<file path="src/rtl/core/move_to_front_coder_macros.svh">
// assertion macros for the move-to-front coder
// used by the top level; expects clk and rst in scope
`ifndef MOVE_TO_FRONT_CODER_MACROS_SVH
`define MOVE_TO_FRONT_CODER_MACROS_SVH

// same-cycle implication
`define MTF_ASSERT_NOW(label, pre, post) \
  label: assert property (@(posedge clk) disable iff (rst) (pre) |-> (post)) \
    else $error("move_to_front_coder: same-cycle check failed");

// next-cycle implication
`define MTF_ASSERT_NEXT(label, pre, post) \
  label: assert property (@(posedge clk) disable iff (rst) (pre) |=> (post)) \
    else $error("move_to_front_coder: next-cycle check failed");

`endif

</file>
<file path="src/rtl/core/mtf_pkg.sv">
// shared types and constants for the move-to-front coder
// used by mtf_cell, mtf_gather and move_to_front_coder
`default_nettype none

package mtf_pkg;

  localparam int ALPHA_SIZE = 96;
  localparam int SYM_W      = 8;
  localparam int RANK_W     = 7;
  localparam int GROUPS     = 8;
  localparam int GROUP_SIZE = ALPHA_SIZE / GROUPS;

  localparam logic [SYM_W-1:0] FIRST_PRINTABLE = 8'h20;
  localparam logic [SYM_W-1:0] NEWLINE_CHAR    = 8'h0A;

  typedef logic [SYM_W-1:0]  sym_t;
  typedef logic [RANK_W-1:0] rank_t;

  // broadcast from the sequencer to every cell
  typedef struct packed {
    logic  restore;
    logic  compare;
    logic  mode;
    sym_t  sym;
    rank_t rank;
    logic  move;
    rank_t pos;
  } mtf_ctrl_t;

  // result of the gather tree
  typedef struct packed {
    logic  found;
    rank_t pos;
    sym_t  picked;
  } mtf_pick_t;

  function automatic sym_t init_symbol(input int idx);
    sym_t s;
    if (idx == ALPHA_SIZE - 1) begin
      s = NEWLINE_CHAR;
    end else begin
      s = FIRST_PRINTABLE + SYM_W'(idx);
    end
    return s;
  endfunction

endpackage

`default_nettype wire

</file>
<file path="src/rtl/core/move_to_front_coder.sv">
// move-to-front coder over a 96-symbol alphabet (space..tilde, newline)
// top level; depends on mtf_pkg, mtf_cell, mtf_gather and the macro header
//
// input word (in_valid/in_ready): mode, start_of_block, symbol_in, rank_in.
// output word (out_valid/out_ready): rank_out, symbol_out, miss.
// mode 0 encodes symbol_in to its current rank, mode 1 decodes rank_in to
// the symbol held there; in both modes the used entry then moves to rank 0.
// start_of_block restores the initial order before the word is worked on.
// an unknown symbol or a rank of 96 or more sets miss and keeps the table.
// the table is a row of 96 cells; each cell compares its own entry in
// parallel and takes its left neighbor's entry on a move.
// the result passes the match step, the two stages of the gather tree and the
// shift step before it is registered; one word is in flight, and a new word is
// accepted only once the last one has left the shift step.
// reset puts the table in initial order and empties the output register.
// a stalled receiver holds the result; the next word is accepted while it
// waits, and its own result waits in the shift step until the output frees.
`default_nettype none

module move_to_front_coder (
  input  wire logic          clk,
  input  wire logic          rst,
  input  wire logic          in_valid,
  output logic               in_ready,
  input  wire logic          mode,
  input  wire logic          start_of_block,
  input  wire logic [7:0]    symbol_in,
  input  wire logic [6:0]    rank_in,
  output logic               out_valid,
  input  wire logic          out_ready,
  output logic [6:0]         rank_out,
  output logic [7:0]         symbol_out,
  output logic               miss
);
  import mtf_pkg::*;

  `include "move_to_front_coder_macros.svh"

  typedef enum logic [4:0] {
    S_IDLE   = 5'b00001,
    S_MATCH  = 5'b00010,
    S_GROUP  = 5'b00100,
    S_GATHER = 5'b01000,
    S_MOVE   = 5'b10000
  } state_t;

  state_t    state;
  state_t    state_next;
  logic      mode_r;
  sym_t      sym_r;
  rank_t     rank_r;
  mtf_ctrl_t ctrl;
  mtf_pick_t pick;
  logic      in_fire;
  logic      emit;
  logic [ALPHA_SIZE-1:0] hit;
  sym_t      cell_value [ALPHA_SIZE];

  assign in_ready = (state == S_IDLE);
  assign in_fire  = in_valid && in_ready;
  assign emit     = (state == S_MOVE) && (!out_valid || out_ready);

  always_comb begin
    state_next = state;
    unique case (state)
      S_IDLE:   if (in_fire) begin
                  state_next = S_MATCH;
                end
      S_MATCH:  state_next = S_GROUP;
      S_GROUP:  state_next = S_GATHER;
      S_GATHER: state_next = S_MOVE;
      S_MOVE:   if (emit) begin
                  state_next = S_IDLE;
                end
      default:  state_next = S_IDLE;
    endcase
  end

  always_ff @(posedge clk) begin
    if (rst) begin
      state <= S_IDLE;
    end else begin
      state <= state_next;
    end
  end

  always_ff @(posedge clk) begin
    if (in_fire) begin
      mode_r <= mode;
      sym_r  <= symbol_in;
      rank_r <= rank_in;
    end
  end

  always_comb begin
    ctrl.restore = in_fire && start_of_block;
    ctrl.compare = (state == S_MATCH);
    ctrl.mode    = mode_r;
    ctrl.sym     = sym_r;
    ctrl.rank    = rank_r;
    ctrl.move    = emit && pick.found;
    ctrl.pos     = pick.pos;
  end

  for (genvar k = 0; k < ALPHA_SIZE; k++) begin : g_cell
    mtf_cell #(.INDEX(k)) u_cell (
      .clk   (clk),
      .rst   (rst),
      .ctrl  (ctrl),
      .left  ((k == 0) ? pick.picked : cell_value[(k == 0) ? 0 : k-1]),
      .value (cell_value[k]),
      .hit   (hit[k])
    );
  end

  mtf_gather u_gather (
    .clk    (clk),
    .hit    (hit),
    .values (cell_value),
    .pick   (pick)
  );

  always_ff @(posedge clk) begin
    if (rst) begin
      out_valid <= 1'b0;
    end else if (emit) begin
      out_valid <= 1'b1;
    end else if (out_ready) begin
      out_valid <= 1'b0;
    end
  end

  always_ff @(posedge clk) begin
    if (emit) begin
      rank_out   <= (!mode_r && pick.found) ? pick.pos : '0;
      symbol_out <= (mode_r && pick.found) ? pick.picked : '0;
      miss       <= !pick.found;
    end
  end

  // the table is a permutation, so at most one cell matches
  `MTF_ASSERT_NOW(a_single_hit, state == S_GROUP, $onehot0(hit))
  `MTF_ASSERT_NOW(a_decode_pos, (state == S_MOVE) && mode_r && pick.found, pick.pos == rank_r)
  `MTF_ASSERT_NOW(a_encode_sym, (state == S_MOVE) && !mode_r && pick.found, pick.picked == sym_r)
  `MTF_ASSERT_NEXT(a_front_load, ctrl.move, cell_value[0] == $past(pick.picked))

endmodule

`default_nettype wire

</file>
<file path="src/rtl/core/mtf_cell.sv">
// one table position: holds a symbol, matches it, shifts from its left neighbor
// depends on mtf_pkg
`default_nettype none

module mtf_cell #(
  parameter int INDEX = 0
) (
  input  wire logic              clk,
  input  wire logic              rst,
  input  wire mtf_pkg::mtf_ctrl_t ctrl,
  input  wire mtf_pkg::sym_t     left,
  output mtf_pkg::sym_t          value,
  output logic                   hit
);
  import mtf_pkg::*;

  localparam rank_t IDX  = RANK_W'(INDEX);
  localparam sym_t  INIT = init_symbol(INDEX);

  always_ff @(posedge clk) begin
    if (rst || ctrl.restore) begin
      value <= INIT;
    end else if (ctrl.move && (IDX <= ctrl.pos)) begin
      value <= left;
    end
  end

  always_ff @(posedge clk) begin
    if (ctrl.compare) begin
      hit <= ctrl.mode ? (IDX == ctrl.rank) : (value == ctrl.sym);
    end
  end

endmodule

`default_nettype wire

</file>
<file path="src/rtl/core/mtf_gather.sv">
// two-stage registered or-tree that collects the matching cell's rank and symbol
// depends on mtf_pkg
`default_nettype none

module mtf_gather (
  input  wire logic                 clk,
  input  wire logic [mtf_pkg::ALPHA_SIZE-1:0] hit,
  input  wire mtf_pkg::sym_t        values [mtf_pkg::ALPHA_SIZE],
  output mtf_pkg::mtf_pick_t        pick
);
  import mtf_pkg::*;

  logic  grp_found      [GROUPS];
  rank_t grp_rank       [GROUPS];
  sym_t  grp_sym        [GROUPS];
  logic  grp_found_next [GROUPS];
  rank_t grp_rank_next  [GROUPS];
  sym_t  grp_sym_next   [GROUPS];
  mtf_pick_t pick_next;

  always_comb begin
    for (int g = 0; g < GROUPS; g++) begin
      grp_found_next[g] = 1'b0;
      grp_rank_next[g]  = '0;
      grp_sym_next[g]   = '0;
      for (int i = 0; i < GROUP_SIZE; i++) begin
        if (hit[g*GROUP_SIZE + i]) begin
          grp_found_next[g] = 1'b1;
          grp_rank_next[g]  = grp_rank_next[g] | RANK_W'(g*GROUP_SIZE + i);
          grp_sym_next[g]   = grp_sym_next[g] | values[g*GROUP_SIZE + i];
        end
      end
    end
  end

  always_ff @(posedge clk) begin
    for (int g = 0; g < GROUPS; g++) begin
      grp_found[g] <= grp_found_next[g];
      grp_rank[g]  <= grp_rank_next[g];
      grp_sym[g]   <= grp_sym_next[g];
    end
  end

  always_comb begin
    pick_next = '0;
    for (int g = 0; g < GROUPS; g++) begin
      pick_next.found  = pick_next.found | grp_found[g];
      pick_next.pos    = pick_next.pos | grp_rank[g];
      pick_next.picked = pick_next.picked | grp_sym[g];
    end
  end

  always_ff @(posedge clk) begin
    pick <= pick_next;
  end

endmodule

`default_nettype wire

</file>
<file path="config.mk">
export PLATFORM = sky130hd
export DESIGN_NAME = move_to_front_coder
export DESIGN_NICKNAME = d
export VERILOG_FILES = /design/src/rtl/core/mtf_pkg.sv /design/src/rtl/core/move_to_front_coder.sv /design/src/rtl/core/mtf_cell.sv /design/src/rtl/core/mtf_gather.sv
export VERILOG_INCLUDE_DIRS = /design/src /design/src/rtl/core
export SDC_FILE = /design/constraint.sdc
export NUM_CORES = 2
export LEC_CHECK = 0
export BUFFER_PORTS_ARGS = -buffer_cell sky130_fd_sc_hd__buf_2
export CAP_MARGIN = 20
export CELL_PAD_IN_SITES_DETAIL_PLACEMENT = 1
export CELL_PAD_IN_SITES_GLOBAL_PLACEMENT = 1
export CORE_AREA = 2 2 350 352
export CTS_CLUSTER_SIZE = 40
export DETAILED_ROUTE_END_ITERATION = 8
export DIE_AREA = 0 0 352 354
export HOLD_SLACK_MARGIN = 0.15
export PLACE_DENSITY_LB_ADDON = 0.1
export SYNTH_ARGS = -nofsm -noshare
export SYNTH_HDL_FRONTEND = slang
export SYNTH_HIERARCHICAL = 1
export SYNTH_SLANG_ARGS = --single-unit
export TNS_END_PERCENT = 10
</file>
<file path="constraint.sdc">
create_clock -name clk -period 8.6 [get_ports clk]
set_input_delay 0.86 -clock clk [delete_from_list [all_inputs] [get_ports clk]]
set_output_delay 0.86 -clock clk [all_outputs]
set_load 0.005 [all_outputs]
</file>
---- Yosys cells after proc, flatten, opt, wreduce, memory -nomap -nowiden ----
Memories as Yosys holds them, arrays and structs flattened.
Index checks and enable logic that the tools add are counted.
word-level totals
  memories ................................ 3
  word-level logic and storage cells ...... 1,107
  flip-flop bits (word level) ............. 918
  input port bits ......................... 21
  RAM bits ................................ 128
operators by class
  mux-type cells .......................... 388
  eq/ne operators ......................... 198
  magnitude comparators ................... 96
  reduce and logical (&&, ||, !) cells .... 110
  bitwise operators ....................... 109
memories
  name                words  width  rd ports  clocked after memory_dff  wr ports  line              RTL
  u_gather.grp_sym    8      8      8         0                         8         mtf_gather.sv:15  sym_t grp_sym [GROUPS];
  u_gather.grp_rank   8      7      8         0                         8         mtf_gather.sv:14  rank_t grp_rank [GROUPS];
  u_gather.grp_found  8      1      8         0                         8         mtf_gather.sv:13  logic grp_found [GROUPS];
operator list
  cell                                                                              number
  8-bit equality test                                                               96
  8-bit two-way mux                                                                 96
  8-bit bitwise OR                                                                  95
  6-bit by 7-bit equality test with 1-bit output (first input constant)             32
  7-bit equality test (first input constant)                                        32
  6-bit by 7-bit less-or-equal comparator with 1-bit output (first input constant)  32
  7-bit less-or-equal comparator (first input constant)                             32
  7-bit two-way mux                                                                 32
  1-bit two-way mux                                                                 195
  6-bit two-way mux                                                                 32
  5-bit by 7-bit equality test with 1-bit output (first input constant)             16
  5-bit by 7-bit less-or-equal comparator with 1-bit output (first input constant)  16
  1-bit logical AND                                                                 102
  5-bit two-way mux                                                                 18
  4-bit by 7-bit equality test with 1-bit output (first input constant)             8
  4-bit by 7-bit less-or-equal comparator with 1-bit output (first input constant)  8
  7-bit bitwise OR                                                                  7
  4-bit two-way mux                                                                 8
  3-bit by 7-bit equality test with 1-bit output (first input constant)             4
  3-bit by 7-bit less-or-equal comparator with 1-bit output (first input constant)  4
  5-bit case mux with 5 select lines                                                1
  2-bit by 7-bit equality test with 1-bit output (first input constant)             2
  1-bit by 7-bit less-or-equal comparator with 1-bit output (first input constant)  2
  2-bit by 7-bit less-or-equal comparator with 1-bit output (first input constant)  2
  other kinds (16)                                                                  29

---- Depth between registers and ports, before layout ----
  depth in word-level cells ............... 23
  gate-level depth with buffers ........... 8
  depth with buffers taken out ............ 7

---- Worst setup path after synthesis ----
Ideal clock, no wire load.
  kind .................................... in2reg
  start ................................... in out_ready
  end ..................................... reg g_cell[47].u_cell.value[4]
  stages on the path ...................... 7
  library setup time ...................... 0.226 ns
  arrival time ............................ 5.966 ns
  buffers on the path ..................... 0
  slack ................................... 2.408 ns
  cells stage by stage .................... nor2b_1 and3b_1 and2_1 o21ai_0 a21oi_4 mux2i_1 nor3_1
RTL lines
  element               line                       RTL
  start, declared       move_to_front_coder.sv:30  input wire logic out_ready,
  end signal, assigned  mtf_cell.sv:24             value <= left;
  end, declared         mtf_cell.sv:12             output mtf_pkg::sym_t value,

---- Worst setup path after layout ----
  start ................................... reg sym_r[7]
  end ..................................... reg g_cell[26].u_cell.hit, data pin
on the way
  word-level cells in the longest chain between the ends .. 2
RTL lines
  element                 line                       RTL
  start, declared         move_to_front_coder.sv:50  sym_t sym_r;
  start signal, assigned  move_to_front_coder.sv:90  sym_r <= symbol_in;
  8-bit equality test     mtf_cell.sv:30             hit <= ctrl.mode ? (IDX == ctrl.rank) : (value == ctrl.sym);
  1-bit two-way mux       mtf_cell.sv:30
  end signal, assigned    mtf_cell.sv:30
  end, declared           mtf_cell.sv:13             output logic hit
No other way between the ends.
A chain may end at the register's enable or synchronous reset.

==> flow_summary.ini <==
[placement]
dp_cells = 7209
dpl_worst_slack_ns = 4.83
port_buffers = 38
place_congestion = 0.939
dp_hpwl_microns = 144000

[clock_tree]
cts_buffers = 116
insertion_delay_ns = 0.76
cts_max_level = 3
cts_tree = done
cts_buffer_depth = 3
hold_buffers = 0
cts_resized = 0
root_buffer = clkbuf_16
clkTransAtPathRegs_ns = 0.06
cts_sinks = 1030
post_cts_buffers = 0

[yosys]
ys_types = 112
syn-mean-instance-area_sq_um = 9.54
ys.flop_type = dfxtp_1
synth_area_sq_um = 54100
yosysTopAreaCellShare_pct = 33.4
synth-seq-cells = 1030
ys_top_cells_by_area = dfxtp_1, mux2i_1, xor2_1, edfxtp_1, xnor2_1
synth_area_leader_cell = dfxtp_1
synth_fp_nets = 5692
async_flop_share_pct = 0
yosysSeqAreaShare_pct = 40.5
ys_warn_count = 6
synth_edf_count = 128
netlist_instances = 5671

[final_layout]
regArea_sq_um = 21900
fillers = 13600
layout.nets = 5723
final_cells = 7430
multiInputGateArea_sq_um = 31100
syn2layout_area_growth_pct = 11.1
layout-drive-gt1-share_pct = 9.24
post-route-util_pct = 49.7

[sta]
max_freq_mhz = 277
final_max_slew_viol_count = 0
hold-worst-slack_ns = 0.284
hold_viol = 0
setup_viol = 0
rsz0062_at_grt = no
skew_ns = 0.0210
tns_ns = 0
slew_headroom_pct = 20.2
finalWorstSetupSlack_ns = 4.98
worst_pin_slew_ns = 1.19
period_share_pct = 42.0
min_period_ns = 3.62

[hold_path]
hold_depth = 1
hold_path_class = in2reg

[detailed_routing]
drt-total-wl_microns = 229000
num_vias = 49300
wl_per_cell_microns = 30.9
detail-route-antenna-nets = 0
drtIter0Drc = 5364
first_pass_iters = 6
drt_drc_violations_left = 0
vias_per_cell = 6.63

[floorplanning]
num_rows = 128
die_w_microns = 352
initial_utilization_pct = 44.8
die-area_sq_um = 125000
pin_count = 39
core_area_sq_um = 121000
die_h_microns = 354

[critical_path]
r2r_cells = 6
cp.arrival_ns = 4.19
worst-setup-path-type = reg2reg
crit_path_end_kind = flip-flop
start_kind = flip-flop
critPathMaxFanout = 34
crit_required_ns = 9.17

[run_status]
run_status = complete, no violations

[power]
peakVddDrop_mv = 0.158
power_density_nw_per_um2 = 188
p_leak_nw = 20.6

[grt]
antenna_found_initial = 10
grt_overflow = 0
grt_max_degree = 122
grt_pass1_vias = 49100
grt_use_total_pct = 35.4
grt_pass1_wl_microns = 337000

[job]
cap_violations = 0
==> power by group <==
part / internal, mW / leakage [nW] / switching, mW
sequential: 4.88 / 8.63 / 0.0365
combinational: 0.286 / 9.91 / 0.737
clock: 3.13 / 2.02 / 2.23
total: 8.30 / 20.6 / 3.00
==> Yosys cell counts (17+ instances only) <==
cell        n
dfxtp_1   902
xor2_1    485
nand2_1   476
mux2i_1   474
nand3_1   446
nor2_1    400
xnor2_1   284
o21ai_0   255
a221oi_1  192
a22o_1    184
nor4_1    149
nor3_1    136
edfxtp_1  128
clkbuf_1  115
nand4_1   115
a21oi_1    95
nor4bb_1   50
o211ai_1   50
or2_2      40
inv_1      38
nand4b_1   36
o21ai_1    34
buf_6      33
o31ai_1    30
or4_1      28
nor2b_1    27
a31o_2     24
o31ai_2    24
and2_1     23
nor4b_1    23
a21oi_4    20
buf_1      19
a21boi_1   17
==> cell usage in the layout (no fill, tap or decap), types with 28 or more instances in the layout <==
master and n:
dfxtp_1 895, xor2_1 485, nand2_1 476, mux2i_1 474, nand3_1 446, nor2_1 400, xnor2_1 284, o21ai_0 255
a221oi_1 192, a22o_1 184, nor4_1 149, nor3_1 136, edfxtp_1 128, clkbuf_16 127, nand4_1 115, a21oi_1 95
buf_4 53, nor4bb_1 50, o211ai_1 50, or2_2 40, inv_1 38, buf_2 37, nand4b_1 36, o21ai_1 34
o31ai_1 30, clkbuf_1 29, or4_1 28
==> flip-flops by register name (all words and copies together) (netlist names), 8 cells and up <==
name / flops
u_gather/grp_found: 8
u_gather/grp_sym: 64
u_gather/grp_rank: 40
g_cell.u_cell/hit: 96
sym_r: 8
u_gather/pick: 16
g_cell.u_cell/value: 768
symbol_out: 8
==> cell families after synthesis <==
kind of cell | after synthesis | share of synthesized area, %
XOR/XNOR | 769 | 12.4
buffers and inverters | 230 | 2.16
AO/OA/AOI/OAI | 1099 | 16.3
flip-flops | 1030 | 40.5
multiplexers | 475 | 8.80
AND/OR/NAND/NOR | 2068 | 19.8
==> through the flow <==
step                power (mW)  instance area, sq um
floorplan                 5.67                 54100
global placement          5.99                 56000
detailed placement        6.01                 56000
CTS                       11.3                 60100
global route              11.6                 60100
finish                    11.3                 60100
==> layout make-up <==
type                       instances  area share (%)
antenna                            2         0.00832
clock buffer                     183            6.08
clock inverter                    36           0.743
inverter                          38           0.237
multi-input combinational       4411            51.6
sequential                      1030            36.5
tap                             1625            3.38
timing repair buffer             105            1.46
==> critical path, stage by stage, from the launching register on <==
cell	delay (ns)
edfxtp_1	1.05
buf_4	0.58
buf_4	0.72
xor2_1	0.15
nor4_1	0.44
nand4_1	0.16
o31ai_2	0.20
==> per-layer routing <==
layer  share of wire [%]  GRT usage (%)
met2                  45           55.7
met4                 3.8           13.4
met1                  43           48.5
met5               0.033              0
met3                 8.2           6.27
==> final timing paths <==
path,startpoint,endpoint,slack (ns)
min,symbol_in[0],sym_r[0],0.28
max,sym_r[7],g_cell[26].u_cell/hit,4.98
min reg2reg,u_gather/grp_rank[1][19],u_gather/pick[14],0.42
max reg2reg,sym_r[7],g_cell[26].u_cell/hit,4.98
Note: power is estimated with default switching activity, not from simulation.
